<file path="src/rtl/pxe_pkg.sv">
// ----------------------------------------------------------------------------
// pxe_pkg
// shared types, register codes and helper functions of the pixel expander
// ----------------------------------------------------------------------------
package pxe_pkg;

  localparam int MaxWidth         = 4096;
  localparam int MaxBytesPerPixel = 4;
  localparam int WidthLim         = (MaxWidth < 4096) ? MaxWidth : 4096;
  localparam int BppLim           = (MaxBytesPerPixel < 4) ? MaxBytesPerPixel : 4;
  localparam int PaletteEntries   = 256;
  localparam int QueueDepth       = 4;

  // legal index widths
  localparam logic [3:0] BpiOne   = 4'd1;
  localparam logic [3:0] BpiFour  = 4'd4;
  localparam logic [3:0] BpiEight = 4'd8;

  typedef enum logic [2:0] {
    CfgBitsPerIndex = 3'd0,
    CfgBytesPerPixel = 3'd1,
    CfgImageWidth = 3'd2,
    CfgImageHeight = 3'd3,
    CfgFlipVertical = 3'd4,
    CfgSourceAlignLog2 = 3'd5
  } cfg_idx_e;

  typedef enum logic {
    OpLoad  = 1'b0,
    OpPixel = 1'b1
  } op_e;

  typedef struct packed {
    logic        operation;
    logic [7:0]  entry_index;
    logic [31:0] entry_color;
    logic [7:0]  data_byte;
  } in_t;

  typedef struct packed {
    logic [31:0] pixel_color;
    logic [11:0] pixel_column;
    logic [11:0] pixel_row;
    logic        last_of_byte;
    logic        end_of_image;
  } out_t;

  typedef struct packed {
    logic [2:0]  reg_index;
    logic [15:0] wdata;
  } cfg_t;

  typedef struct packed {
    logic [3:0]  bits_per_index;
    logic [2:0]  bytes_per_pixel;
    logic [12:0] image_width;
    logic [12:0] image_height;
    logic        flip_vertical;
    logic [2:0]  source_alignment_log2;
  } cfg_regs_t;

  // one queued job: a palette load or one image byte with its pixel span
  typedef struct packed {
    op_e         op;
    logic [7:0]  entry_index;
    logic [31:0] data;       // colour for a load, byte in the low bits otherwise
    logic [11:0] start_col;
    logic [3:0]  count;      // pixels to emit, 1 to 8
    logic [11:0] row;        // output row, already mirrored
    logic        last_row;
  } job_t;

  function automatic logic [12:0] eff_width(input cfg_regs_t c);
    logic [12:0] w;
    w = c.image_width;
    if (w == 13'd0) w = 13'd1;
    if (w > 13'(WidthLim)) w = 13'(WidthLim);
    return w;
  endfunction

  function automatic logic [12:0] eff_height(input cfg_regs_t c);
    logic [12:0] h;
    h = c.image_height;
    if (h == 13'd0) h = 13'd1;
    if (h > 13'd4096) h = 13'd4096;
    return h;
  endfunction

  function automatic logic [31:0] color_mask(input cfg_regs_t c);
    logic [2:0] b;
    b = c.bytes_per_pixel;
    if (b == 3'd0) b = 3'd1;
    if (b > 3'(BppLim)) b = 3'(BppLim);
    case (b)
      3'd1:    return 32'h0000_00FF;
      3'd2:    return 32'h0000_FFFF;
      3'd3:    return 32'h00FF_FFFF;
      default: return 32'hFFFF_FFFF;
    endcase
  endfunction

endpackage

</file>
<file path="src/rtl/pxe_front.sv">
// ----------------------------------------------------------------------------
// pxe_front
// accepts words, tracks column/row/line position and queues jobs
// ----------------------------------------------------------------------------
module pxe_front
  import pxe_pkg::*;
(
  input  logic      clk_i,
  input  logic      rst_ni,
  input  cfg_regs_t cfg_i,
  input  logic      in_valid_i,
  output logic      in_ready_o,
  input  in_t       in_data_i,
  input  logic      q_full_i,
  output logic      q_push_o,
  output job_t      q_job_o
);

  logic [12:0] col_q, col_d;
  logic [11:0] row_q, row_d;
  logic [12:0] lbc_q, lbc_d;

  logic [12:0] width, height, hm1, data_bytes, rem, lbc_inc, row_inc;
  logic [13:0] line_len;
  logic [4:0]  amask;
  logic [2:0]  align;
  logic [3:0]  per_byte, n;
  logic        bits_ok, in_data, col_ok, end_line, accept, byte_fire;

  always_comb begin
    width  = eff_width(cfg_i);
    height = eff_height(cfg_i);
    hm1    = height - 13'd1;
    align  = (cfg_i.source_alignment_log2 > 3'd4) ? 3'd4 : cfg_i.source_alignment_log2;
    amask  = (5'd1 << align) - 5'd1;
    bits_ok = 1'b1;
    case (cfg_i.bits_per_index)
      BpiEight: begin
        data_bytes = width;
        per_byte   = 4'd1;
      end
      BpiFour: begin
        data_bytes = 13'((14'(width) + 14'd1) >> 1);
        per_byte   = 4'd2;
      end
      BpiOne: begin
        data_bytes = 13'((14'(width) + 14'd7) >> 3);
        per_byte   = 4'd8;
      end
      default: begin
        data_bytes = width;
        per_byte   = 4'd1;
        bits_ok    = 1'b0;
      end
    endcase
    line_len = (14'(data_bytes) + 14'(amask)) & ~14'(amask);
    in_data  = lbc_q < data_bytes;
    col_ok   = col_q < width;
    rem      = width - col_q;
    if (in_data && col_ok) begin
      n = (13'(per_byte) < rem) ? per_byte : rem[3:0];
    end else begin
      n = 4'd0;
    end
    lbc_inc  = lbc_q + 13'd1;
    end_line = 14'(lbc_inc) >= line_len;
    row_inc  = 13'(row_q) + 13'd1;
  end

  assign in_ready_o = !q_full_i;
  assign accept     = in_valid_i && in_ready_o;
  assign byte_fire  = accept && (op_e'(in_data_i.operation) == OpPixel) && bits_ok;
  assign q_push_o   = accept && ((op_e'(in_data_i.operation) == OpLoad) ||
                                 (bits_ok && n != 4'd0));

  always_comb begin
    q_job_o.op          = op_e'(in_data_i.operation);
    q_job_o.entry_index = in_data_i.entry_index;
    q_job_o.data        = (op_e'(in_data_i.operation) == OpLoad) ? in_data_i.entry_color
                                                                 : 32'(in_data_i.data_byte);
    q_job_o.start_col   = col_q[11:0];
    q_job_o.count       = n;
    q_job_o.row         = cfg_i.flip_vertical ? 12'(hm1 - 13'(row_q)) : row_q;
    q_job_o.last_row    = 13'(row_q) == hm1;
  end

  always_comb begin
    col_d = col_q;
    row_d = row_q;
    lbc_d = lbc_q;
    if (byte_fire) begin
      if (end_line) begin
        lbc_d = 13'd0;
        col_d = 13'd0;
        row_d = (row_inc >= height) ? 12'd0 : row_inc[11:0];
      end else begin
        lbc_d = lbc_inc;
        col_d = col_q + 13'(n);
      end
    end
  end

  always_ff @(posedge clk_i or negedge rst_ni) begin
    if (!rst_ni) begin
      col_q <= '0;
      row_q <= '0;
      lbc_q <= '0;
    end else begin
      col_q <= col_d;
      row_q <= row_d;
      lbc_q <= lbc_d;
    end
  end

endmodule

</file>
<file path="config.mk">
export PLATFORM = sky130hd
export DESIGN_NAME = pxe_front
export DESIGN_NICKNAME = d
export VERILOG_FILES = /design/src/rtl/pxe_pkg.sv /design/src/rtl/pxe_front.sv
export SDC_FILE = /design/constraint.sdc
export NUM_CORES = 1
export LEC_CHECK = 0
export BUFFER_PORTS_ARGS = -buffer_cell sky130_fd_sc_hd__buf_2
export CAP_MARGIN = 20
export CELL_PAD_IN_SITES_DETAIL_PLACEMENT = 0
export CELL_PAD_IN_SITES_GLOBAL_PLACEMENT = 1
export CORE_MARGIN = 2
export CORE_UTILIZATION = 43
export CTS_CLUSTER_SIZE = 30
export DETAILED_ROUTE_END_ITERATION = 6
export PLACE_DENSITY_LB_ADDON = 0.1
export SYNTH_ARGS = -nofsm -noshare
export SYNTH_HDL_FRONTEND = slang
export SYNTH_SLANG_ARGS = --single-unit
</file>
<file path="constraint.sdc">
create_clock -name clk_i -period 12.5 [get_ports clk_i]
set_input_delay 1.25 -clock clk_i [delete_from_list [all_inputs] [get_ports clk_i]]
set_output_delay 1.25 -clock clk_i [all_outputs]
set_load 0.01 [all_outputs]
</file>
==> results.tsv <==
stage	metric	value	unit
status	outcome	finished, final reports clean	
power_and_ir_drop	Power Density	83.2	mW/mm2
logic_synthesis	asr flop ratio synth	100	%
sta	Slew Viols, Final	0	
logic_synthesis	Syn Nets	1004	
placed_design	gp weighted congestion	0.894	
logic_synthesis	Synth Instances	836	
floorplanning	chip height	126	um
routing	Residual DRC	0	
sta	final setup fails	0	
clock_tree	CTS resizes	0	
clock_tree	htree depth	2	
floorplanning	Ports	162	
logic_synthesis	Distinct cells, synth	85	
floorplanning	CORE AREA	0.0145	mm2
grt	global-route usage over all layers	22.8	%
worst_setup_path	Worst Path Required	11.25	ns
logic_synthesis	Synth area leader	dfrtp_1	
logic_synthesis	Post-synth EDFFs	0	
routing	Starting DRT DRC Count	407	
worst_setup_path	Setup crit start kind	input port	
sta	Post-Route Setup TNS	0	ns
logic_synthesis	synth top area cells	dfrtp_1 (15%), ha_1 (15%), xnor2_1 (6.6%)	
sta	Final min period	7.54	ns
clock_tree	# clock sinks	38	
logic_synthesis	area fraction of the dominant cell type after synthesis	14.9	%
routing	WL final	18.4	mm
sta	maximum clock rate	0.133	GHz
sta	Rel. slew slack	36.9	%
logic_synthesis	synth cell count leaders	nand2_1 (89), ha_1 (75), o21ai_0 (66)	
clock_tree	post-CTS setup repair buffer count	0	
routing	total number of vias	6313	
grt	first-pass GRT wire length	30.0	mm
routing	first-pass iteration count of the detailed router	7	
hold_path	Worst Hold Class	reg -> reg	
final_layout	fin area	0.00717	mm2
floorplanning	initial core utilization	44.0	%
worst_setup_path	CP arrival	6.29	ns
sta	Worst Skew	0.00458	ns
logic_synthesis	register area share after synthesis	14.9	%
logic_synthesis	prevailing post-synth register cell	dfrtp_1	
placed_design	Placement Cell Area	0.00701	mm2
clock_tree	CTS Buf Count	5	
grt	largest net degree at the start of global routing	39	
job	Max Cap Viol	0	
clock_tree	Max clock buf depth	2	
logic_synthesis	#FFs+latches synth	38	
clock_tree	CTS tree	done	
logic_synthesis	most frequent cell after synthesis	nand2_1	
final_layout	ant diodes	0	
final_layout	# fillers	1448	
grt	number of global-route vias before repair	6053	
clock_tree	CTS root buf	clkbuf_16	
sta	Worst Tran Pin Value	0.947	ns
logic_synthesis	Mapped Avg Cell Area	7.62	um2
power_and_ir_drop	Leakage	0.00339	uW
placed_design	post-detail-place hpwl	15.0	mm
grt	gr ovfl total	0	
final_layout	Layout Area Growth over Synthesis	12.6	%
logic_synthesis	yosys warns	0	
final_layout	layout net count	1105	
final_layout	register area	951	um2
clock_tree	Clock Pin Slew Worst Setup and Hold Paths	0.06	ns
logic_synthesis	Mapped Area	0.00637	mm2
routing	vias per inst	5.63	
sta	RSZ-0062 raised after global routing	no	
floorplanning	row count	44	
floorplanning	Die Area	0.0158	mm2
worst_setup_path	CP Class	in -> out	
final_layout	share of cells above drive strength 1	20.4	%
sta	Hold Vio Cnt, Final	0	
grt	initial antenna violation count	0	
sta	fin crit share	60.3	%
placed_design	buffers added on ports	142	
clock_tree	Hold-fix buffers, CTS	0	
routing	DR WL/cell	16.4	um
final_layout	multi-input gate area in the final layout	0.00489	mm2
clock_tree	worst skew pair latency	0.29	ns
floorplanning	die width	126	um
worst_setup_path	CP endpoint kind	output pin	
routing	antenna viol nets, final	0	
worst_setup_path	critical-path maximum fanout	6	
power_and_ir_drop	peak supply drop	0.0488	mV
## state kept, by name, summed over array words and instances (netlist names)
signal	cells
col_q	13
lbc_q	13
row_q	12
## report_power, final
group / internal [uW] / switching [uW]
clock network: 93.4 / 52.2
logic: 130 / 171
registers: 134 / 15.9
## metal layers
layer	up-vias	global-route usage, %	routed length (um)
li1	3181	-	-
met1	2960	29.9	8480
met2	154	40.9	9070
met3	18	2.25	602
met4	0	4.58	244
met5	-	0	0
## area by class of cell
cell class,count,area share [%]
clock buffers,5,1.74
repair buffers,145,10.2
clock inverters,3,0.558
multi-input cells,693,68.2
inverters,54,2.86
flip-flops and latches,38,13.3
well taps,184,3.21
## worst paths after layout
| path | start | endpoint | slack [ns] | cells past startpoint |
|---|---|---|---|---|
| setup reg to reg | col_q[2] | col_q[9] | 6.88 | 21 |
| hold / removal | col_q[4] | col_q[4] | 0.52 | 1 |
| hold reg to reg | col_q[4] | col_q[4] | 0.52 | 1 |
| min in group asynchronous | rst_ni | row_q[4] | 1.09 | 1 |
| setup / recovery | cfg_i[25] | q_job_o[13] | 4.96 | 18 |
| max in group asynchronous | rst_ni | lbc_q[10] | 10.84 | 1 |
## worst max-delay path: stages
cell and delay [ns]:
buf_2 0.13, nor4_1 0.66, a31oi_1 0.19, nor2_1 0.26
ha_1 0.27, nand3_1 0.11, nor3_1 0.39, xor2_1 0.13
a222oi_1 0.87, ha_1 0.38, nand2_1 0.08, a2bb2oi_1 0.18
a21oi_1 0.09, o31a_1 0.28, a21oi_1 0.14, nand3_1 0.21
a211oi_1 0.47, buf_2 0.22
## kinds of logic after synthesis
| family | Yosys count | share of synthesized area [%] |
|---|---|---|
| fa+ha+maj | 78 | 15.7 |
| other cells | 1 | 0.0589 |
| flops | 38 | 14.9 |
| xor+xnor | 74 | 10.2 |
| simple gates | 320 | 26.7 |
| mux | 16 | 2.69 |
| compound gates | 204 | 21.5 |
| buf+inv | 105 | 8.31 |
## through the flow
stage,power (uW),worst slack (ns),util [%],std cells,hold WS (ns)
2_1_floorplan,372,6.16,-,836,0.489
3_3_place_gp,443,5.02,48.4,1114,0.514
3_5_place_dp,451,4.85,48.4,1114,0.518
4_1_cts,598,4.99,49.6,1122,0.533
5_1_grt,642,4.50,49.6,1122,0.558
6_report,597,4.96,49.6,1122,0.523
## placed cells by master, fill, tap and decap left out, types with 10 or more instances in the layout
master / count
nor3_1: 23
inv_1: 52
nor2b_1: 42
and3_1: 10
ha_1: 75
nor2_1: 46
a21oi_1: 33
dfrtp_1: 38
xor2_1: 26
xnor2_1: 48
nand3_1: 28
nand4_1: 15
a21o_1: 20
nand2_1: 89
buf_2: 142
o21ai_0: 66
(Power assumes the default switching activity.)
