## src/rtl/pxe_pkg.sv

```systemverilog
// ----------------------------------------------------------------------------
// pxe_pkg
// shared types, register codes and helper functions of the pixel expander
// ----------------------------------------------------------------------------
package pxe_pkg;

  localparam int MaxWidth         = 4096;
  localparam int MaxBytesPerPixel = 4;
  localparam int WidthLim         = (MaxWidth < 4096) ? MaxWidth : 4096;
  localparam int BppLim           = (MaxBytesPerPixel < 4) ? MaxBytesPerPixel : 4;
  localparam int PaletteEntries   = 256;
  localparam int QueueDepth       = 4;

  // legal index widths
  localparam logic [3:0] BpiOne   = 4'd1;
  localparam logic [3:0] BpiFour  = 4'd4;
  localparam logic [3:0] BpiEight = 4'd8;

  typedef enum logic [2:0] {
    CfgBitsPerIndex = 3'd0,
    CfgBytesPerPixel = 3'd1,
    CfgImageWidth = 3'd2,
    CfgImageHeight = 3'd3,
    CfgFlipVertical = 3'd4,
    CfgSourceAlignLog2 = 3'd5
  } cfg_idx_e;

  typedef enum logic {
    OpLoad  = 1'b0,
    OpPixel = 1'b1
  } op_e;

  typedef struct packed {
    logic        operation;
    logic [7:0]  entry_index;
    logic [31:0] entry_color;
    logic [7:0]  data_byte;
  } in_t;

  typedef struct packed {
    logic [31:0] pixel_color;
    logic [11:0] pixel_column;
    logic [11:0] pixel_row;
    logic        last_of_byte;
    logic        end_of_image;
  } out_t;

  typedef struct packed {
    logic [2:0]  reg_index;
    logic [15:0] wdata;
  } cfg_t;

  typedef struct packed {
    logic [3:0]  bits_per_index;
    logic [2:0]  bytes_per_pixel;
    logic [12:0] image_width;
    logic [12:0] image_height;
    logic        flip_vertical;
    logic [2:0]  source_alignment_log2;
  } cfg_regs_t;

  // one queued job: a palette load or one image byte with its pixel span
  typedef struct packed {
    op_e         op;
    logic [7:0]  entry_index;
    logic [31:0] data;       // colour for a load, byte in the low bits otherwise
    logic [11:0] start_col;
    logic [3:0]  count;      // pixels to emit, 1 to 8
    logic [11:0] row;        // output row, already mirrored
    logic        last_row;
  } job_t;

  function automatic logic [12:0] eff_width(input cfg_regs_t c);
    logic [12:0] w;
    w = c.image_width;
    if (w == 13'd0) w = 13'd1;
    if (w > 13'(WidthLim)) w = 13'(WidthLim);
    return w;
  endfunction

  function automatic logic [12:0] eff_height(input cfg_regs_t c);
    logic [12:0] h;
    h = c.image_height;
    if (h == 13'd0) h = 13'd1;
    if (h > 13'd4096) h = 13'd4096;
    return h;
  endfunction

  function automatic logic [31:0] color_mask(input cfg_regs_t c);
    logic [2:0] b;
    b = c.bytes_per_pixel;
    if (b == 3'd0) b = 3'd1;
    if (b > 3'(BppLim)) b = 3'(BppLim);
    case (b)
      3'd1:    return 32'h0000_00FF;
      3'd2:    return 32'h0000_FFFF;
      3'd3:    return 32'h00FF_FFFF;
      default: return 32'hFFFF_FFFF;
    endcase
  endfunction

endpackage

```

## src/rtl/pxe_job_fifo.sv

```systemverilog
// ----------------------------------------------------------------------------
// pxe_job_fifo
// short job queue between the front and the back
// ----------------------------------------------------------------------------
module pxe_job_fifo
  import pxe_pkg::*;
(
  input  logic clk_i,
  input  logic rst_ni,
  input  logic push_i,
  input  job_t push_data_i,
  output logic full_o,
  input  logic pop_i,
  output logic valid_o,
  output job_t head_o
);

  localparam int PtrW = $clog2(QueueDepth);
  localparam int CntW = $clog2(QueueDepth + 1);

  job_t            mem_q [QueueDepth];
  logic [PtrW-1:0] wptr_q, rptr_q;
  logic [CntW-1:0] cnt_q;

  assign full_o  = cnt_q == CntW'(QueueDepth);
  assign valid_o = cnt_q != '0;
  assign head_o  = mem_q[rptr_q];

  function automatic logic [PtrW-1:0] ptr_next(input logic [PtrW-1:0] p);
    return (p == PtrW'(QueueDepth - 1)) ? '0 : p + PtrW'(1);
  endfunction

  always_ff @(posedge clk_i) begin
    if (push_i) mem_q[wptr_q] <= push_data_i;
  end

  always_ff @(posedge clk_i or negedge rst_ni) begin
    if (!rst_ni) begin
      wptr_q <= '0;
      rptr_q <= '0;
      cnt_q  <= '0;
    end else begin
      if (push_i) wptr_q <= ptr_next(wptr_q);
      if (pop_i) rptr_q <= ptr_next(rptr_q);
      if (push_i && !pop_i) begin
        cnt_q <= cnt_q + CntW'(1);
      end else if (pop_i && !push_i) begin
        cnt_q <= cnt_q - CntW'(1);
      end
    end
  end

endmodule

```

## config.mk

```make
export PLATFORM = sky130hd
export DESIGN_NAME = pxe_job_fifo
export DESIGN_NICKNAME = d
export VERILOG_FILES = /design/src/rtl/pxe_pkg.sv /design/src/rtl/pxe_job_fifo.sv
export SDC_FILE = /design/constraint.sdc
export NUM_CORES = 1
export LEC_CHECK = 0
export BUFFER_PORTS_ARGS = -buffer_cell sky130_fd_sc_hd__buf_2
export CAP_MARGIN = 15
export CELL_PAD_IN_SITES_DETAIL_PLACEMENT = 2
export CELL_PAD_IN_SITES_GLOBAL_PLACEMENT = 2
export CORE_MARGIN = 2
export CORE_UTILIZATION = 48
export DETAILED_ROUTE_END_ITERATION = 10
export GPL_ROUTABILITY_DRIVEN = 0
export HOLD_SLACK_MARGIN = 0.12
export PLACE_DENSITY = 0.79
export SKIP_LAST_GASP = 1
export SLEW_MARGIN = 10
export SYNTH_ARGS = -nofsm -noshare
export SYNTH_HDL_FRONTEND = slang
export SYNTH_SLANG_ARGS = --single-unit
export TNS_END_PERCENT = 20
```

## constraint.sdc

```tcl
create_clock -name clk_i -period 5 [get_ports clk_i]
set_input_delay 1 -clock clk_i [delete_from_list [all_inputs] [get_ports clk_i]]
set_output_delay 1 -clock clk_i [all_outputs]
set_load 0.005 [all_outputs]
```

==> results of run 1 <==
==> state kept, by name, summed over array words and instances (netlist names) <==
signal	cells
mem_q	280
cnt_q	3
rptr_q	2
wptr_q	2
==> cell type report <==
| class | count | area, µm² |
|---|---|---|
| well taps | 280 | 350.3 |
| multi-input cells | 96 | 1817 |
| repair buffers | 147 | 740.7 |
| flip-flops and latches | 287 | 8591 |
| inverters | 4 | 15.01 |
| fillers | 1780 | 9348 |
| diodes | 2 | 5.005 |
| clock inverters | 8 | 38.79 |
| clock buffers | 43 | 850.8 |
==> routing by layer <==
metal / vias to the layer above / wire [µm] / part of all wire [%] / track usage [%]
li1: 2055 / - / - / -
met1: 2563 / 10370 / 42 / 29.75
met2: 157 / 12760 / 51 / 36.98
met3: 39 / 1205 / 4.8 / 4.067
met4: 4 / 530 / 2.1 / 4.586
met5: - / 25 / 0.10 / 0
==> placed cells by master, fill, tap and decap left out, drive strengths merged <==
cell type / count
dfrtp: 7
mux2: 3
fa: 1
nand2: 2
and2: 4
clkinv: 8
o21ai: 2
ha: 6
edfxtp: 280
buf: 147
inv: 4
xnor2: 1
nor2: 3
nor3b: 1
mux4: 70
clkbuf: 43
xor2: 2
or3: 1
diode: 2
==> worst max-delay path: cells and delay by family, from the launching register on <==
kind	cells	cell delay, ns
mux	1	0.63
buf+inv	2	0.66
flops	1	0.93
==> worst max path at each step <==
stage / start / end / slack, ns / depth (start not counted)
2_1_floorplan: push_i / mem_q[0][0]$_DFFE_PP_ / 1.92 / 1
3_3_place_gp: rptr_q[0]$_DFFE_PN0P_ / head_o[61] / 1.69 / 3
3_5_place_dp: rptr_q[0]$_DFFE_PN0P_ / head_o[61] / 1.70 / 3
4_1_cts: rptr_q[0]$_DFFE_PN0P_ / head_o[61] / 1.10 / 3
5_1_grt: rptr_q[0]$_DFFE_PN0P_ / head_o[61] / 0.96 / 3
6_report: rptr_q[0]$_DFFE_PN0P_ / head_o[61] / 1.20 / 3
==> synthesized netlist by cell type, drive strengths merged (2+ instances only) <==
library cell  count
edfxtp          280
mux4             70
buf              15
dfrtp             7
ha                6
and2              4
inv               4
mux2              3
nor2              3
nand2             2
o21ai             2
xor2              2
==> cell families (layout without fill, tap and decap cells) <==
| group | Yosys count | after routing | synth area share (%) |
|---|---|---|---|
| flip-flops | 287 | 287 | 81.01 |
| multiplexers | 73 | 73 | 15.27 |
| buffers and inverters | 20 | 202 | 1.937 |
| AND/OR/NAND/NOR | 11 | 11 | 0.5433 |
| adder cells (fa/ha/maj) | 7 | 7 | 0.8975 |
| XOR/XNOR | 3 | 3 | 0.2480 |
| AO/OA/AOI/OAI | 2 | 2 | 0.09448 |
| other | 0 | 2 | 0 |
==> through the flow <==
step / hold slack (ns) / setup WS (ns) / total power, mW / util (%) / cell area (µm²)
after global placement: 0.4654 / 1.691 / 5.059 / 52.92 / 11510
after floorplan: 0.4491 / 1.924 / 4.499 / - / 10600
after global routing: 0.2748 / 0.9643 / 7.478 / 57.01 / 12400
final: 0.2894 / 1.204 / 7.145 / 57.03 / 12410
after detailed placement: 0.4929 / 1.697 / 5.221 / 52.92 / 11510
after CTS: 0.2706 / 1.104 / 7.265 / 57.01 / 12400
==> report_power, final <==
part | leakage (nW) | switching, mW | internal [mW] | total [mW]
logic | 1.15 | 0.777 | 0.894 | 1.67
clock network | 0.443 | 0.859 | 1.17 | 2.03
registers | 2.65 | 0.348 | 3.10 | 3.45
total | 4.25 | 1.98 | 5.16 | 7.15
==> key figures, run 1 <==
Outcome
  – Outcome: finished, final reports clean

Floorplan
  – Die H: 152.6 µm
  – Chip Width: 152.6 µm
  – Area of the core: 21760 µm²
  – Num ports: 146
  – Die Footprint: 23280 µm²
  – Initial core utilization: 48.70%
  – Floorplan row count: 54

Clock tree
  – Clk sinks: 287
  – Inserted Clock Buffers: 30
  – CTS tree: built
  – CTS H-Tree Depth: 1
  – Hold_buf cts: 0
  – Cell at the root of the clock tree: clkbuf_16
  – Postcts setup bufs: 0
  – Clock Latency Late Sink: 0.55 ns
  – Max Buffers Root-to-Sink: 3
  – Clock slew at reported path FFs: 0.06 ns
  – Cts repair resizes: 0

Logic synthesis
  – Syn Inst Count: 403
  – Mapped Nets: 484
  – Synthesized area: 10600 µm²
  – Share of the yosys chip area belonging to registers: 81.01%
  – Post-synthesis cell type count: 20
  – Yosys reg bits: 287
  – Share of the synthesized area in the top cell type: 79.36%
  – Asr flop ratio synth: 2.439%
  – Syn Area/Cell: 26.29 µm²
  – Most used flip-flop cell after synthesis: edfxtp_1
  – EDFF count, synth: 280
  – Synth warn: 0
  – Area leader, netlist: edfxtp_1
  – Synth area leaders: edfxtp_1 79%, mux4_2 14%, dfrtp_1 1.7%

Timing
  – Worst rel slew slack: 24.71%
  – Final slew viol count: 0
  – Setup tns final: 0 ns
  – Fin crit period: 3.796 ns
  – Slew of the pin with the lowest slew margin: 1.129 ns
  – Final Setup Violations: 0
  – Fin crit share: 75.93%
  – Final hold violation count: 0
  – Clock skew: 0.01636 ns
  – RSZ-0062 raised after global routing: false
  – Fmax: 263.4 MHz

Placement
  – Inst Count DP: 814
  – Input/output buffers: 145
  – Detail Placement HPWL: 15940 µm

Pwr
  – LEAKAGE: 4.250 nW
  – Peak VDD IR: 391.7 µV
  – Pwr dens: 575.8 nW/µm²

Cells and area
  – Nets: 647
  – Final std cells w/o fill: 867
  – Area Overhead vs Synth: 17.11%
  – Share of cells above drive strength 1: 45.30%

Setup path
  – Reg2Reg Setup Slack: 2.88 ns
  – Worst setup EP type: output port
  – Worst Path Required: 4.00 ns
  – Critical path launch point type: flip-flop
  – Worst r2r src: wptr_q[0]$_DFFE_PN0P_
  – Crit-path max cell delay: 0.93 ns
  – Worst Path Max Fanout: 39
  – CP max-delay cell: dfrtp_4
  – FF-to-FF End: mem_q[2][38]$_DFFE_PP_
  – Worst Setup Path Type: reg2out
  – R2R cell count: 3
  – Crit-path cells: buf_4 > mux4_1 > buf_2
  – Critical Path AT: 2.80 ns

Global route
  – First-pass GRT wire length: 37370 µm
  – Largest net degree at the start of global routing: 73
  – Number of global-route vias before repair: 5495
  – Remaining Overflow, GRT: 0
  – Total global-route track usage: 21.70%
  – Antenna violations before repair: 3

Flow run
  – Max cap viols: 0

Drt
  – TritonRoute pass-1 iters: 4
  – Wire per inst: 28.71 µm
  – DRC Markers: 0
  – Drt via density: 5.557
  – 1st-iter DRT viols: 249
  – Routed vias: 4818
  – WL final: 24890 µm
  – ANT nets after route: 0

Worst hold path
  – HP Class: in2async
(Power assumes the default switching activity.)
==> run 2, diff against run 1 <==
--- a/config.mk
+++ b/config.mk
@@ -5,16 +5,17 @@
 export SDC_FILE = /design/constraint.sdc
 export NUM_CORES = 1
 export LEC_CHECK = 0
+export ABC_AREA = 1
 export BUFFER_PORTS_ARGS = -buffer_cell sky130_fd_sc_hd__buf_2
 export CAP_MARGIN = 15
 export CELL_PAD_IN_SITES_DETAIL_PLACEMENT = 2
 export CELL_PAD_IN_SITES_GLOBAL_PLACEMENT = 2
 export CORE_MARGIN = 2
-export CORE_UTILIZATION = 48
+export CORE_UTILIZATION = 40
 export DETAILED_ROUTE_END_ITERATION = 10
 export GPL_ROUTABILITY_DRIVEN = 0
 export HOLD_SLACK_MARGIN = 0.12
-export PLACE_DENSITY = 0.79
+export PLACE_DENSITY = 0.75
 export SKIP_LAST_GASP = 1
 export SLEW_MARGIN = 10
 export SYNTH_ARGS = -nofsm -noshare
==> constraint.sdc (replaced) <==
create_clock -name clk_i -period 3.61 [get_ports clk_i]
set_input_delay 0.722 -clock clk_i [delete_from_list [all_inputs] [get_ports clk_i]]
set_output_delay 0.722 -clock clk_i [all_outputs]
set_load 0.005 [all_outputs]
==> run 2 against run 1 <==
Against the previous run:
- first-iteration DRC count rose by 31%
- die area increased by 32%
- non-clock buffer count increased by 13
- routed wire length rose by 22%
- core utilization fell by 8.9 points
- clock power is 53% higher
- worst setup slack got worse by 0.79 ns
- register-to-register slack got worse by 1.4 ns
- count of clock-buffer cells in the layout is 6 lower
- combinational power up 100%
- synthesized cell count grew 120%
- clock skew is 0.0054 ns lower
- largest cell class unchanged
==> key figures, run 2 <==
Cells and area
  – Reg with most FFs: mem_q (unchanged)
  – Max reg flops: 280 (unchanged)
  – Share of cells above drive strength 1: 24.71% (was 45.30%)
  – Finished Core Util: 48.15% (was 57.03%)
  – Regs by FF count: mem_q x280, cnt_q x3 (unchanged)
  – Most common cell after layout, fill and taps aside: edfxtp_1 (unchanged)
  – Post-route cell area: 13860 µm² (was 12410 µm²)
  – Area Overhead vs Synth: 18.27% (was 17.11%)
  – Final std cells w/o fill: 1428 (was 867)
  – Most frequent cells in the layout: 280 x edfxtp_1, 226 x nand2_1, 146 x inv_1 (was 280 x edfxtp_1, 145 x buf_2, 68 x mux4_2)
  – Nets: 1097 (was 647)

Timing
  – Fin crit period: 3.197 ns
  – Final slew viol count: 0 (unchanged)
  – Final WS setup: 0.4129 ns (was 1.204 ns)
  – RSZ-0062 raised after global routing: false (unchanged)
  – Final Setup Violations: 0 (unchanged)
  – Fin crit share: 88.56%
  – Min Hold Slack: 0.3945 ns (was 0.2894 ns)
  – Clock skew: 0.01092 ns (was 0.01636 ns)
  – Setup tns final: 0 ns (unchanged)
  – Final hold violation count: 0 (unchanged)
  – Slew of the pin with the lowest slew margin: 1.050 ns (was 1.129 ns)
  – Worst rel slew slack: 30.02% (was 24.71%)
  – Fmax: 312.8 MHz

Drt
  – ANT nets after route: 0 (unchanged)
  – Routed vias: 7187 (was 4818)
  – DRC Markers: 0 (unchanged)
  – WL final: 30380 µm (was 24890 µm)
  – TritonRoute pass-1 iters: 4 (unchanged)
  – Wire per inst: 21.28 µm (was 28.71 µm)
  – 1st-iter DRT viols: 326 (was 249)
  – Drt via density: 5.033 (was 5.557)

Logic synthesis
  – Top-count cell post-synth: edfxtp_1 (unchanged)
  – EDFF count, synth: 280 (unchanged)
  – Syn Area/Cell: 13.47 µm² (was 26.29 µm²)
  – Area leader, netlist: edfxtp_1 (unchanged)
  – Post-synthesis cell type count: 22 (was 20)
  – Mapped Nets: 951 (was 484)
  – Asr flop ratio synth: 2.439% (unchanged)
  – Syn Inst Count: 870 (was 403)
  – Synthesized area: 11720 µm² (was 10600 µm²)
  – Share of the yosys chip area belonging to registers: 73.26% (was 81.01%)
  – Yosys reg bits: 287 (unchanged)
  – Most used flip-flop cell after synthesis: edfxtp_1 (unchanged)
  – Commonest cells post-synth: 280 x edfxtp_1, 226 x nand2_1, 150 x inv_1 (was 280 x edfxtp_1, 68 x mux4_2, 7 x buf_12, 7 x buf_2, 7 x dfrtp_1)
  – Synth warn: 0 (unchanged)
  – Share of the synthesized area in the top cell type: 71.76% (was 79.36%)
  – Synth area leaders: edfxtp_1 72%, nand2_1 7.2%, o211ai_1 6.0% (was edfxtp_1 79%, mux4_2 14%, dfrtp_1 1.7%)

Clock tree
  – CTS H-Tree Depth: 1 (unchanged)
  – Clock Latency Late Sink: 0.55 ns (about the same)
  – Cts repair resizes: 0 (unchanged)
  – Clk sinks: 287 (unchanged)
  – Postcts setup bufs: 0 (unchanged)
  – Cell at the root of the clock tree: clkbuf_16 (unchanged)
  – Max Buffers Root-to-Sink: 3 (unchanged)
  – Clock slew at reported path FFs: 0.06 ns (about the same)
  – Inserted Clock Buffers: 30 (unchanged)
  – CTS tree: built (unchanged)

Setup path
  – Worst Setup Path Type: reg2out (unchanged)
  – Critical Path AT: 2.48 ns (was 2.80 ns)
  – Worst setup EP type: output port (unchanged)
  – Critical path launch point type: flip-flop (unchanged)
  – Worst Path Max Fanout: 86 (was 39)
  – Worst Path Required: 2.89 ns (was 4.00 ns)

Floorplan
  – Die Footprint: 30680 µm² (was 23280 µm²)
  – Initial core utilization: 40.71% (was 48.70%)
  – Num ports: 146 (unchanged)
  – Die H: 175.1 µm (was 152.6 µm)
  – Floorplan row count: 62 (was 54)
  – Area of the core: 28780 µm² (was 21760 µm²)
  – Chip Width: 175.1 µm (was 152.6 µm)

Pwr
  – Peak VDD IR: 411.5 µV (was 391.7 µV)
  – LEAKAGE: 5.639 nW (was 4.250 nW)
  – Pwr dens: 789.8 nW/µm² (was 575.8 nW/µm²)
  – Power Total: 10.94 mW (was 7.145 mW)

Worst hold path
  – HP Class: in2reg (was in2async)

Global route
  – Antenna violations before repair: 5 (was 3)
  – Remaining Overflow, GRT: 0 (unchanged)
  – Number of global-route vias before repair: 8180 (was 5495)
  – Largest net degree at the start of global routing: 87 (was 73)
  – Total global-route track usage: 20.02% (was 21.70%)
  – First-pass GRT wire length: 46970 µm (was 37370 µm)

Flow run
  – Max cap viols: 0 (unchanged)

Outcome
  – Outcome: finished, final reports clean (unchanged)

Placement
  – Cell area after placement: 12850 µm² (was 11510 µm²)
  – Detail Placement HPWL: 19190 µm (was 15940 µm)
  – Input/output buffers: 145 (unchanged)
  – Inst Count DP: 1367 (was 814)
  – Setup Slack @ Placement: 1.008 ns (was 1.697 ns)
run 2: cell types whose count changed in the layout (fill, tap and decap cells not counted), sizes merged, moves of 3 or more:
cell    previous run  this run
nand2              2       226
inv                4       148
o211ai             0       140
mux4              70         0
buf              147       159
clkinv             8        18
clkbuf            43        37
and2               4         0
bufinv             0         4
mux2               3         0
run 2: repair_timing:
item | in CTS | in global routing
endpoints found under the hold margin | 7 | 0
hold buffers | 1 | 0
setup endpoints to repair | 0 | 0
run 2: layer usage:
layer,share of wire [%],track usage (%)
met3,4.4,3.742
met4,1.8,4.757
met5,0.092,0
met2,52,36.14
met1,42,24.80
run 2: final cells by class:
type / instances / area, µm²
Antenna cell: 4 / 10.01
Multi-Input combinational cell: 384 / 2286
Clock buffer: 37 / 798.3
Timing Repair Buffer: 160 / 915.9
Clock inverter: 19 / 191.4
Sequential cell: 287 / 8587
Tap cell: 384 / 480.5
Inverter: 153 / 588.1
Fill cell: 2827 / 14920
run 2: kinds of logic (layout without fill, tap and decap cells):
family | count (synthesis) | count (layout) | synth area share, %
flip-flops | 287 | 287 | 73.26
AND/OR/NAND/NOR | 232 | 232 | 7.475
buffers and inverters | 199 | 369 | 7.230
AO/OA/AOI/OAI | 144 | 144 | 11.15
adder cells (fa/ha/maj) | 7 | 7 | 0.8116
XOR/XNOR | 1 | 1 | 0.07477
other | 0 | 4 | 0
run 2: power breakdown:
| group | switching [mW] | internal (mW) |
|---|---|---|
| registers | 0.183 | 4.28 |
| clock network | 1.26 | 1.85 |
| logic | 2.22 | 1.15 |
| total | 3.67 | 7.27 |
run 2: path summary, 6_finish.rpt:
kind                                       start                endpoint  slack, ns  cells after the start
setup / recovery           rptr_q[0]$_DFFE_PN0P_              head_o[59]       0.41                      6
hold / removal                   push_data_i[35]  mem_q[2][35]$_DFFE_PP_       0.39                      1
setup reg to reg           wptr_q[0]$_DFFE_PN0P_  mem_q[2][63]$_DFFE_PP_       1.52                      5
hold reg to reg             cnt_q[2]$_DFFE_PN0P_    cnt_q[2]$_DFFE_PN0P_       0.48                      2
max in group asynchronous                 rst_ni   rptr_q[1]$_DFFE_PN0P_       2.84                      2
min in group asynchronous                 rst_ni    cnt_q[1]$_DFFE_PN0P_       0.56                      2
run 2: critical path, stage by stage, from the launching register on:
cell      delay [ns]
dfrtp_1         0.46
inv_8           0.43
buf_4           0.40
nand2_1         0.12
o211ai_1        0.13
nand2_1         0.16
buf_2           0.16
==> run 3, diff against run 2 <==
--- a/config.mk
+++ b/config.mk
@@ -5,13 +5,13 @@
 export SDC_FILE = /design/constraint.sdc
 export NUM_CORES = 1
 export LEC_CHECK = 0
-export ABC_AREA = 1
+export ABC_AREA = 0
 export BUFFER_PORTS_ARGS = -buffer_cell sky130_fd_sc_hd__buf_2
 export CAP_MARGIN = 15
 export CELL_PAD_IN_SITES_DETAIL_PLACEMENT = 2
 export CELL_PAD_IN_SITES_GLOBAL_PLACEMENT = 2
 export CORE_MARGIN = 2
-export CORE_UTILIZATION = 40
+export CORE_UTILIZATION = 45
 export DETAILED_ROUTE_END_ITERATION = 10
 export GPL_ROUTABILITY_DRIVEN = 0
 export HOLD_SLACK_MARGIN = 0.12
==> run 3 against run 2 <==
Against the previous run:
- highest routed layer is now met4
- hold slack lost 0.0014 ns
- count of clock-buffer cells in the layout up 8
- sequential cell count unchanged
- global-route usage fell by 0.16 points
- core utilization grew 6.4 points
- first-iteration DRC count shrank 18%
- clock power hardly changed
- final cell count shrank 35%
- critical endpoint is now head_o[61]
==> key figures, run 3 (synthesized netlist as in run 1, its figures left out) <==
Placement
  – Input/output buffers: 145 (unchanged)
  – Detail Placement HPWL: 15310 µm (was 19190 µm)
  – Inst Count DP: 861 (was 1367)
  – Setup Slack @ Placement: 1.046 ns (was 1.008 ns)

Global route
  – Largest net degree at the start of global routing: 46 (was 87)
  – Number of global-route vias before repair: 5606 (was 8180)
  – Total global-route track usage: 19.86% (was 20.02%)
  – Antenna violations before repair: 5 (unchanged)
  – Remaining Overflow, GRT: 0 (unchanged)
  – First-pass GRT wire length: 35600 µm (was 46970 µm)

Drt
  – WL final: 23930 µm (was 30380 µm)
  – 1st-iter DRT viols: 267 (was 326)
  – TritonRoute pass-1 iters: 4 (unchanged)
  – Routed vias: 4839 (was 7187)
  – ANT nets after route: 0 (unchanged)
  – Wire per inst: 25.93 µm (was 21.28 µm)
  – Drt via density: 5.243 (was 5.033)
  – DRC Markers: 0 (unchanged)

Timing
  – Slew of the pin with the lowest slew margin: 0.7146 ns (was 1.050 ns)
  – Fmax: 320.9 MHz (was 312.8 MHz)
  – Worst rel slew slack: 52.36% (was 30.02%)
  – RSZ-0062 raised after global routing: false (unchanged)
  – Final Setup Violations: 0 (unchanged)
  – Fin crit share: 86.31% (was 88.56%)
  – Setup tns final: 0 ns (unchanged)
  – Fin crit period: 3.116 ns (was 3.197 ns)
  – Final WS setup: 0.4942 ns (was 0.4129 ns)
  – Final slew viol count: 0 (unchanged)
  – Clock skew: 0.007898 ns (was 0.01092 ns)
  – Final hold violation count: 0 (unchanged)

Setup path
  – Worst Path Max Fanout: 40 (was 86)
  – Critical Path AT: 2.39 ns (was 2.48 ns)
  – Worst setup EP type: output port (unchanged)
  – R2R cell count: 4 (was 5)
  – Worst Path Required: 2.89 ns (about the same)
  – Worst Setup Path Type: reg2out (unchanged)
  – Critical path launch point type: flip-flop (unchanged)

Cells and area
  – Area Overhead vs Synth: 19.85% (was 18.27%)
  – Max reg flops: 280 (unchanged)
  – Finished Core Util: 54.59% (was 48.15%)
  – Most common cell after layout, fill and taps aside: edfxtp_1 (unchanged)
  – Number of fill cells: 1967 (was 2827)
  – Final std cells w/o fill: 923 (was 1428)
  – Reg with most FFs: mem_q (unchanged)
  – Multi-input logic area: 1817 µm² (was 2286 µm²)
  – Most frequent cells in the layout: 280 x edfxtp_1, 145 x buf_2, 68 x mux4_2 (was 280 x edfxtp_1, 226 x nand2_1, 146 x inv_1)
  – Regs by FF count: mem_q x280, cnt_q x3 (unchanged)
  – Nets: 656 (was 1097)
  – FF/Latch Area: 8591 µm² (was 8587 µm²)
  – Share of cells above drive strength 1: 46.08% (was 24.71%)

Clock tree
  – Clk sinks: 287 (unchanged)
  – Cell at the root of the clock tree: clkbuf_16 (unchanged)
  – Max Buffers Root-to-Sink: 3 (unchanged)
  – Clock slew at reported path FFs: 0.06 ns (about the same)
  – CTS tree: built (unchanged)
  – CTS H-Tree Depth: 1 (unchanged)
  – Postcts setup bufs: 0 (unchanged)
  – Clock Latency Late Sink: 0.54 ns (was 0.55 ns)
  – Inserted Clock Buffers: 30 (unchanged)
  – Cts repair resizes: 0 (unchanged)

Floorplan
  – Chip Width: 157.4 µm (was 175.1 µm)
  – Die H: 157.4 µm (was 175.1 µm)
  – Num ports: 146 (unchanged)
  – Area of the core: 23260 µm² (was 28780 µm²)
  – Floorplan row count: 56 (was 62)
  – Die Footprint: 24790 µm² (was 30680 µm²)
  – Initial core utilization: 45.55% (was 40.71%)

Worst hold path
  – HP Class: in2reg (unchanged)
  – Hold depth: 1 (unchanged)

Pwr
  – Pwr dens: 809.0 nW/µm² (was 789.8 nW/µm²)
  – LEAKAGE: 4.363 nW (was 5.639 nW)
  – Peak VDD IR: 392.2 µV (was 411.5 µV)

Outcome
  – Outcome: finished, final reports clean (unchanged)

Flow run
  – Max cap viols: 0 (unchanged)
## run 3: changes by cell type in the layout (fill, tap and decap cells not counted), moves of 3 or more
| cell | before | now |
|---|---|---|
| nand2_1 | 226 | 2 |
| o211ai_2 | 47 | 0 |
| inv_1 | 146 | 4 |
| and2_4 | 0 | 4 |
| clkinv_1 | 7 | 0 |
| mux2_2 | 0 | 3 |
| mux4_2 | 0 | 68 |
| clkbuf_1 | 6 | 12 |
| o211ai_1 | 93 | 0 |
| clkinv_2 | 11 | 7 |
| o21ai_1 | 3 | 0 |
## run 3: area by class of cell
class,count,area share (%)
well taps,319,3.143
diodes,5,0.09853
clock inverters,11,1.222
multi-input cells,96,14.31
repair buffers,156,6.779
inverters,4,0.1182
clock buffers,45,6.680
flip-flops and latches,287,67.65
## run 3: routing by layer
| layer | routed length [µm] | track usage, % | share of wire (%) | vias to the layer above |
|---|---|---|---|---|
| li1 | - | - | - | 2082 |
| met1 | 9009 | 23.33 | 38 | 2598 |
| met2 | 13340 | 37.22 | 56 | 126 |
| met3 | 1093 | 4.047 | 4.6 | 33 |
| met4 | 487 | 4.935 | 2.0 | 0 |
| met5 | 0 | 0 | 0 | - |
## run 3: timing repair
action,CTS,global route
endpoints found under the setup margin,0,0
endpoints found under the hold margin,7,0
hold buffers,1,0
## run 3: metrics by stage
| stage | instance area (µm²) | power (mW) | hold WS, ns |
|---|---|---|---|
| 6_report | 12700 | 10.27 | 0.3931 |
| 5_1_grt | 12690 | 10.75 | 0.3835 |
| 4_1_cts | 12690 | 10.46 | 0.3727 |
| 3_5_place_dp | 11670 | 7.303 | 0.5076 |
| 3_3_place_gp | 11670 | 7.113 | 0.4654 |
| 2_1_floorplan | 10600 | 6.231 | 0.4264 |
## run 3: path summary, 6_finish.rpt
check / from / endpoint / slack [ns]
worst max-delay path: rptr_q[0]$_DFFE_PN0P_ / head_o[61] / 0.49
worst min-delay path: push_data_i[50] / mem_q[2][50]$_DFFE_PP_ / 0.39
worst max register to register: wptr_q[0]$_DFFE_PN0P_ / mem_q[0][9]$_DFFE_PP_ / 1.61
worst min register to register: cnt_q[2]$_DFFE_PN0P_ / cnt_q[2]$_DFFE_PN0P_ / 0.51
max in group asynchronous: rst_ni / rptr_q[1]$_DFFE_PN0P_ / 2.87
min in group asynchronous: rst_ni / cnt_q[0]$_DFFE_PN0P_ / 0.54
## run 3: report_power, final
| part | leakage, nW | switching [mW] | internal [mW] | total (mW) |
|---|---|---|---|---|
| logic | 1.22 | 1.25 | 1.29 | 2.54 |
| registers | 2.65 | 0.319 | 4.28 | 4.60 |
| clock network | 0.495 | 1.23 | 1.90 | 3.13 |
| total | 4.36 | 2.79 | 7.48 | 10.3 |
## run 3: worst max-delay path: stages, from the launching register on
cell and delay [ns]:
dfrtp_4 0.67, buf_12 0.33, mux4_1 0.61, buf_2 0.15
